### src/sv/vna_pkg.sv
// types and constants for the vector norm accumulator
// no dependencies; used by every module of the block
package vna_pkg;

  localparam int ACC_WIDTH  = 64;
  localparam int OUT_WIDTH  = 48;
  localparam int ROOT_WIDTH = 32;
  localparam int ELEM_WIDTH = 32;

  localparam logic [1:0] MODE_SUM    = 2'd1;
  localparam logic [1:0] MODE_EUCLID = 2'd2;

  typedef struct packed {
    logic signed [ELEM_WIDTH-1:0] element;
    logic                         has_value;
    logic                         last;
  } vna_in_t;

  typedef struct packed {
    logic [OUT_WIDTH-1:0] norm_value;
    logic                 saturated;
  } vna_out_t;

  typedef struct packed {
    logic start_root;
    logic load_out;
  } vna_cmd_t;

  typedef struct packed {
    logic pipe_last;
    logic fold_last;
    logic fin_euclid;
    logic root_done;
  } vna_stat_t;

endpackage

### src/sv/vna_root.sv
// iterative integer square root, one result bit per cycle
// depends on vna_pkg
module vna_root (
  input  logic                           clk,
  input  logic                           rst,
  input  logic                           start,
  input  logic [vna_pkg::ACC_WIDTH-1:0]  radicand,
  output logic [vna_pkg::ROOT_WIDTH-1:0] root,
  output logic                           done
);
  import vna_pkg::*;

  localparam int REM_W = ROOT_WIDTH + 2;
  localparam int SH_W  = ROOT_WIDTH + 4;
  localparam int CNT_W = $clog2(ROOT_WIDTH);

  logic                 run;
  logic [CNT_W-1:0]     cnt;
  logic [ACC_WIDTH-1:0] rad;
  logic [REM_W-1:0]     rem;
  logic [SH_W-1:0]      rem_sh;
  logic [SH_W-1:0]      trial;
  logic [SH_W-1:0]      rem_dif;
  logic                 ge;

  // bring down the next two radicand bits and try a one in the root
  assign rem_sh  = {rem, rad[ACC_WIDTH-1 -: 2]};
  assign trial   = {2'b00, root, 2'b01};
  assign ge      = (rem_sh >= trial);
  assign rem_dif = rem_sh - trial;

  always_ff @(posedge clk) begin
    if (rst) begin
      run  <= 1'b0;
      done <= 1'b0;
    end else begin
      done <= run && (cnt == '0);
      if (start) begin
        run <= 1'b1;
      end else if (run && (cnt == '0)) begin
        run <= 1'b0;
      end
    end
  end

  always_ff @(posedge clk) begin
    if (start) begin
      rad  <= radicand;
      rem  <= '0;
      root <= '0;
      cnt  <= CNT_W'(ROOT_WIDTH - 1);
    end else if (run) begin
      rad  <= {rad[ACC_WIDTH-3:0], 2'b00};
      rem  <= ge ? rem_dif[REM_W-1:0] : rem_sh[REM_W-1:0];
      root <= {root[ROOT_WIDTH-2:0], ge};
      cnt  <= cnt - 1'b1;
    end
  end

endmodule

### src/sv/vna_dp.sv
// datapath: magnitude, square, accumulator, square root and result register
// depends on vna_pkg and vna_root
module vna_dp #(
  parameter int DATA_WIDTH = 32
) (
  input  logic               clk,
  input  logic               rst,
  input  logic               accept,
  input  vna_pkg::vna_in_t   sample,
  input  logic               cfg_write,
  input  logic [1:0]         cfg_data,
  input  vna_pkg::vna_cmd_t  cmd,
  output vna_pkg::vna_stat_t stat,
  output vna_pkg::vna_out_t  result
);
  import vna_pkg::*;

  localparam int SQ_W  = 2 * DATA_WIDTH;
  localparam int SUM_W = ACC_WIDTH + 1;

  logic [1:0]            mode;
  logic [DATA_WIDTH-1:0] el;
  logic [DATA_WIDTH-1:0] mag_in;

  logic                  s1_v;
  logic                  s1_hv;
  logic                  s1_last;
  logic [1:0]            s1_mode;
  logic [DATA_WIDTH-1:0] s1_mag;

  logic                  s2_v;
  logic                  s2_hv;
  logic                  s2_last;
  logic [1:0]            s2_mode;
  logic [DATA_WIDTH-1:0] s2_mag;
  logic [SQ_W-1:0]       s2_sq;

  logic [ACC_WIDTH-1:0]  acc;
  logic [ACC_WIDTH-1:0]  acc_next;
  logic                  ovf;
  logic                  ovf_next;
  logic [1:0]            fin_mode;
  logic [SUM_W-1:0]      sum_abs;
  logic [SUM_W-1:0]      sum_sq;
  logic [ACC_WIDTH-1:0]  mag_wide;
  logic [OUT_WIDTH-1:0]  clamped;
  logic [ROOT_WIDTH-1:0] root;
  logic                  root_done;

  always_ff @(posedge clk) begin
    if (rst) begin
      mode <= '0;
    end else if (cfg_write) begin
      mode <= cfg_data;
    end
  end

  // only the low DATA_WIDTH bits of the element count, as two's complement
  assign el     = sample.element[DATA_WIDTH-1:0];
  assign mag_in = el[DATA_WIDTH-1] ? (~el + 1'b1) : el;

  always_ff @(posedge clk) begin
    if (rst) begin
      s1_v <= 1'b0;
      s2_v <= 1'b0;
    end else begin
      s1_v <= accept;
      s2_v <= s1_v;
    end
  end

  always_ff @(posedge clk) begin
    s1_mag  <= mag_in;
    s1_hv   <= sample.has_value;
    s1_last <= sample.last;
    s1_mode <= mode;
    s2_mag  <= s1_mag;
    s2_sq   <= s1_mag * s1_mag;
    s2_hv   <= s1_hv;
    s2_last <= s1_last;
    s2_mode <= s1_mode;
  end

  assign mag_wide = {{(ACC_WIDTH-DATA_WIDTH){1'b0}}, s2_mag};
  assign sum_abs  = {1'b0, acc} + {1'b0, mag_wide};
  assign sum_sq   = {1'b0, acc} + {{(SUM_W-SQ_W){1'b0}}, s2_sq};

  always_comb begin
    acc_next = acc;
    ovf_next = ovf;
    if (s2_v && s2_hv) begin
      unique case (s2_mode)
        MODE_SUM: begin
          if (sum_abs[SUM_W-1:OUT_WIDTH] != '0) begin
            acc_next = {{(ACC_WIDTH-OUT_WIDTH){1'b0}}, {OUT_WIDTH{1'b1}}};
            ovf_next = 1'b1;
          end else begin
            acc_next = sum_abs[ACC_WIDTH-1:0];
          end
        end
        MODE_EUCLID: begin
          if (sum_sq[SUM_W-1]) begin
            acc_next = '1;
            ovf_next = 1'b1;
          end else begin
            acc_next = sum_sq[ACC_WIDTH-1:0];
          end
        end
        default: begin
          if (mag_wide > acc) begin
            acc_next = mag_wide;
          end
        end
      endcase
    end
  end

  always_ff @(posedge clk) begin
    if (rst) begin
      acc <= '0;
      ovf <= 1'b0;
    end else if (cmd.load_out) begin
      acc <= '0;
      ovf <= 1'b0;
    end else begin
      acc <= acc_next;
      ovf <= ovf_next;
    end
  end

  // the result takes the mode seen with the last item
  always_ff @(posedge clk) begin
    if (s2_v && s2_last) begin
      fin_mode <= s2_mode;
    end
  end

  vna_root u_root (
    .clk      (clk),
    .rst      (rst),
    .start    (cmd.start_root),
    .radicand (acc),
    .root     (root),
    .done     (root_done)
  );

  assign clamped = (acc[ACC_WIDTH-1:OUT_WIDTH] != '0) ? '1 : acc[OUT_WIDTH-1:0];

  always_ff @(posedge clk) begin
    if (cmd.load_out) begin
      result.norm_value <= (fin_mode == MODE_EUCLID) ?
                           {{(OUT_WIDTH-ROOT_WIDTH){1'b0}}, root} : clamped;
      result.saturated  <= ovf;
    end
  end

  assign stat.pipe_last  = (s1_v && s1_last) || (s2_v && s2_last);
  assign stat.fold_last  = s2_v && s2_last;
  assign stat.fin_euclid = (fin_mode == MODE_EUCLID);
  assign stat.root_done  = root_done;

endmodule

### src/sv/vna_ctrl.sv
// controller: input flow, end-of-vector sequencing and result valid
// depends on vna_pkg
module vna_ctrl (
  input  logic               clk,
  input  logic               rst,
  input  vna_pkg::vna_stat_t stat,
  input  logic               result_stall,
  output vna_pkg::vna_cmd_t  cmd,
  output logic               sample_stall,
  output logic               result_valid
);
  import vna_pkg::*;

  typedef enum logic [1:0] {
    S_RUN,
    S_FIN,
    S_ROOT,
    S_EMIT
  } state_t;

  state_t state;

  always_comb begin
    cmd.start_root = (state == S_FIN) && stat.fin_euclid;
    cmd.load_out   = (state == S_EMIT) && (!result_valid || !result_stall);
    // hold the input once a last item is in flight until its result is out
    sample_stall   = (state != S_RUN) || stat.pipe_last;
  end

  always_ff @(posedge clk) begin
    if (rst) begin
      state        <= S_RUN;
      result_valid <= 1'b0;
    end else begin
      if (cmd.load_out) begin
        result_valid <= 1'b1;
      end else if (result_valid && !result_stall) begin
        result_valid <= 1'b0;
      end
      unique case (state)
        S_RUN: begin
          if (stat.fold_last) begin
            state <= S_FIN;
          end
        end
        S_FIN: begin
          state <= stat.fin_euclid ? S_ROOT : S_EMIT;
        end
        S_ROOT: begin
          if (stat.root_done) begin
            state <= S_EMIT;
          end
        end
        S_EMIT: begin
          if (cmd.load_out) begin
            state <= S_RUN;
          end
        end
        default: begin
          state <= S_RUN;
        end
      endcase
    end
  end

endmodule

### src/sv/vector_norm_accumulator.sv
// vector norm accumulator: max, sum of absolutes or euclidean norm
// the last item goes through s1, s2, the accumulator, S_FIN, S_ROOT (euclidean), S_EMIT
// to result valid; throughput: one item per cycle within a vector; after the last item
// the input stalls until the result is loaded (bit-serial square root in euclidean mode)
// reset (rst, synchronous): mode 0, accumulator and overflow cleared, no result pending
// depends on vna_pkg, vna_ctrl, vna_dp
module vector_norm_accumulator #(
  parameter int DATA_WIDTH = 32
) (
  input  logic              clk,
  input  logic              rst,
  input  logic              sample_valid,
  output logic              sample_stall,
  input  vna_pkg::vna_in_t  sample,
  output logic              result_valid,
  input  logic              result_stall,
  output vna_pkg::vna_out_t result,
  input  logic              cfg_valid,
  output logic              cfg_ready,
  input  logic [1:0]        cfg_data
);
  import vna_pkg::*;

  vna_cmd_t  cmd;
  vna_stat_t stat;
  logic      accept;

  assign accept    = sample_valid && !sample_stall;
  assign cfg_ready = 1'b1;

  vna_ctrl u_ctrl (
    .clk          (clk),
    .rst          (rst),
    .stat         (stat),
    .result_stall (result_stall),
    .cmd          (cmd),
    .sample_stall (sample_stall),
    .result_valid (result_valid)
  );

  vna_dp #(
    .DATA_WIDTH (DATA_WIDTH)
  ) u_dp (
    .clk       (clk),
    .rst       (rst),
    .accept    (accept),
    .sample    (sample),
    .cfg_write (cfg_valid && cfg_ready),
    .cfg_data  (cfg_data),
    .cmd       (cmd),
    .stat      (stat),
    .result    (result)
  );

endmodule

### config.mk
export PLATFORM = sky130hd
export DESIGN_NAME = vector_norm_accumulator
export DESIGN_NICKNAME = d
export VERILOG_FILES = /design/src/sv/vna_pkg.sv /design/src/sv/vna_root.sv /design/src/sv/vna_dp.sv /design/src/sv/vna_ctrl.sv /design/src/sv/vector_norm_accumulator.sv
export SDC_FILE = /design/constraint.sdc
export NUM_CORES = 2
export LEC_CHECK = 0
export BUFFER_PORTS_ARGS = -buffer_cell sky130_fd_sc_hd__clkbuf_2
export CORE_MARGIN = 4
export CORE_UTILIZATION = 55
export DETAILED_ROUTE_END_ITERATION = 12
export GPL_TIMING_DRIVEN = 0
export PLACE_DENSITY = 0.71
export SLEW_MARGIN = 20
export SYNTH_ARGS = -nofsm -noshare
export SYNTH_HDL_FRONTEND = slang
export SYNTH_SLANG_ARGS = --single-unit
### constraint.sdc
create_clock -name clk -period 9 [get_ports clk]
set_input_delay 2.25 -clock clk [delete_from_list [all_inputs] [get_ports clk]]
set_output_delay 2.25 -clock clk [all_outputs]
set_load 0.01 [all_outputs]
==> results.yml <==
setup_path:
  crit_type: "reg2reg"
  critPathMaxFanout: 10
  critPathCaptureType: "flop"
  crit_required_ns: 9.48
  crit_path_start_kind: "flop"
  critPathMaxStageDelay_ns: 0.57
  critical-path-slowest-cell: "fa_1"
  cp_common_cell: "fa_1"
  cp.arrival_ns: 9.34
synthesis:
  synth_warnings: 0
  ys_ff_latch: 394
  seq_area_frac_synth_pct: 17.00
  synthMuxAreaShare_pct: 0.7929
  syn_area_per_cell_sq_um: 8.832
  synth-edff-count: 115
  netlist_area_sq_um: 53180
  yosys.area_share.xor_xnor_pct: 4.167
  ys_types: 96
  synth_nets: 7324
  synth_compound_area_share_pct: 13.13
  synth_top_family_by_area: "adder cells"
  synth_cells: 6021
  synth_fa_ha_area_share_pct: 40.89
  yosys.area_share.simple_pct: 13.61
  synth_ff_type: "dfxtp_1"
  async_flop_share_pct: 0
clock_network:
  cts_root_buffer: "clkbuf_16"
  cts_tree: "done"
  cts_buffer_depth: 3
  ctsHoldBuffers: 0
  clk_pin_slew_ns: 0.07
  htree_levels: 2
  numCtsBuffers: 43
  cts.sinks: 394
  clock_latency_ns: 0.60
route:
  drt.antenna.violating_nets: 0
  avgViaCountPerCell: 5.854
  routed_wl_um: 179000
  post_drt_wl_per_cell_um: 23.97
  drc_errors: 0
  vias: 43730
  drt-initial-drc-count: 3924
  dr.pass1.iters: 6
final_layout:
  drive_gt1_share_pct: 7.093
  final_net_count: 7471
  seqCellArea_sq_um: 9128
  multi_input_area_sq_um: 38880
  final_util_pct: 60.54
  filler_cell_count: 8521
  synthToLayoutAreaGrowth_pct: 8.642
global_route:
  grt_pass1_vias: 44920
  overflow: 0
  grt_max_degree: 55
  antenna_found_initial: 5
  groute.usage.overall_pct: 34.96
  grt_pass1_wl_um: 271800
floorplan:
  dieArea_sq_um: 101700
  die_x_um: 318.9
  die_y_um: 318.9
  coreArea_sq_um: 95440
  io_pins: 93
  rows: 113
  start_util_pct: 55.72
sta:
  rsz0062_at_grt: "true"
  worstMarginPinSlew_ns: 1.197
  hold_viol: 0
  slew_headroom_pct: 19.90
  fin_crit_sh_pct: 98.43
  fin_setup_tns_ns: 0
  clock_skew_ns: 0.03232
  setup_viol: 0
  fmax_mhz: 112.9
  drv_slew: 0
  min_period_ns: 8.859
  whs_ns: 0.3278
placed_design:
  port_buffers: 91
  post-dp-hpwl_um: 147000
  gp_congestion: 1.039
job:
  maxCapViolCount: 0
run_status:
  status: "finished, final reports clean"
worst_hold_path:
  hold_path_class: "reg2reg"
cell usage after synthesis (all sizes together), types with 18 or more instances:
library cell     n  share of area, %
inv           1183               8.4
fa             793                30
nand2          550               3.9
ha             469                11
a21oi          333               3.1
o21ai          324               3.0
nor2           283               2.0
dfxtp          279                11
and2           245               2.9
clkbuf         239               1.7
xnor2          163               2.7
edfxtp         115               6.5
a21o           105               1.5
xor2            90               1.5
nor3            84              0.80
nand3           61              0.59
nand4           52              0.65
a31oi           43              0.51
mux2i           41              0.77
nor2b           37              0.44
o21bai          36              0.51
a311oi          35              0.58
buf             33              0.36
nand2b          31              0.36
nor4            31              0.42
and3            29              0.34
a211oi          28              0.40
o21a            28              0.40
o31ai           24              0.34
o211ai          23              0.32
or3             21              0.25
or2             19              0.23
a31o            18              0.30
placed cells by master (no fill, tap or decap), drive strengths merged, types with 35 or more instances in the layout:
| master | netlist | layout |
|---|---|---|
| inv | 1183 | 1188 |
| fa | 793 | 793 |
| nand2 | 550 | 550 |
| ha | 469 | 469 |
| clkbuf | 239 | 337 |
| a21oi | 333 | 333 |
| o21ai | 324 | 324 |
| nor2 | 283 | 283 |
| dfxtp | 279 | 279 |
| and2 | 245 | 245 |
| xnor2 | 163 | 163 |
| edfxtp | 115 | 115 |
| a21o | 105 | 105 |
| buf | 33 | 95 |
| xor2 | 90 | 90 |
| nor3 | 84 | 84 |
| nand3 | 61 | 61 |
| nand4 | 52 | 52 |
| a31oi | 43 | 43 |
| mux2i | 41 | 41 |
| nor2b | 37 | 37 |
| o21bai | 36 | 36 |
| a311oi | 35 | 35 |
registers in the layout (all words and copies together), names as in the netlist, 2 cells and up:
| name | cells |
|---|---|
| u_dp.u_root.root | 32 |
| u_dp.s2_sq | 62 |
| u_dp.u_root.rem | 34 |
| u_dp.u_root.rad | 64 |
| u_dp.acc | 64 |
| u_dp.fin_mode | 2 |
| u_dp.s2_mode | 2 |
| u_dp.s1_mag | 32 |
| u_dp.u_root.cnt | 5 |
| u_ctrl.state | 2 |
| u_dp.result | 49 |
| u_dp.s2_mag | 32 |
| u_dp.mode | 2 |
| u_dp.s1_mode | 2 |
worst paths after layout:
path / startpoint / endpoint / slack (ns) / cells past startpoint
max reg2reg: u_dp.s1_mag[18] / u_dp.s2_sq[63] / 0.14 / 28
min: u_dp.s1_mode[1] / u_dp.s2_mode[1] / 0.33 / 0
max: u_dp.s1_mag[18] / u_dp.s2_sq[63] / 0.14 / 28
min reg2reg: u_dp.s1_mode[1] / u_dp.s2_mode[1] / 0.33 / 0
worst max-delay path: cells and delay by family (launching register included):
kind,cells,cell delay [ns]
xor+xnor,1,0.17
compound gates,5,1.13
simple gates,7,1.57
buf+inv,6,1.11
fa+ha+maj,9,4.25
flops,1,0.46
per-layer routing:
layer	up-vias	share of wire, %	GRT usage (%)
li1	19700	-	-
met1	21390	39	45.37
met2	2137	46	56.75
met3	504	8.4	5.504
met4	2	6.3	18.52
met5	-	0.0039	0
stage by stage:
stage,cell area (sq um),cells,worst slack (ns)
CTS,57360,7458,0.001963
floorplan,53180,6021,0.8438
global route,57770,7468,-0.06838
global placement,55220,7377,-1.995
detailed placement,55320,7380,-2.085
finish,57770,7470,0.1412
kinds of logic (layout without fill, tap and decap cells):
kind of cell	Yosys count	after routing
flops	394	394
other cells	1	3
mux	42	42
buf+inv	1456	1638
compound gates	1123	1123
simple gates	1490	1490
fa+ha+maj	1262	1262
xor+xnor	253	253
what timing repair did:
action	in CTS	in global routing
setup endpoints to repair	41	14
endpoints found under the hold margin	0	0
buffers inserted	2	14
resized for setup	228	160
pin swaps	5	9
area by class of cell:
class	count	share of cell area [%]
clock buffer	58	2.120
inverter	1184	7.716
clock inverter	22	0.3790
timing repair buffer	110	1.139
multi-input combinational	4171	67.29
sequential	394	15.80
tap	1265	2.740
antenna	2	0.008663
buffer	264	2.807
Power is left out: the tool's default activity adds up to more than one toggle a clock period on the data nets, which glitch-free logic cannot reach.
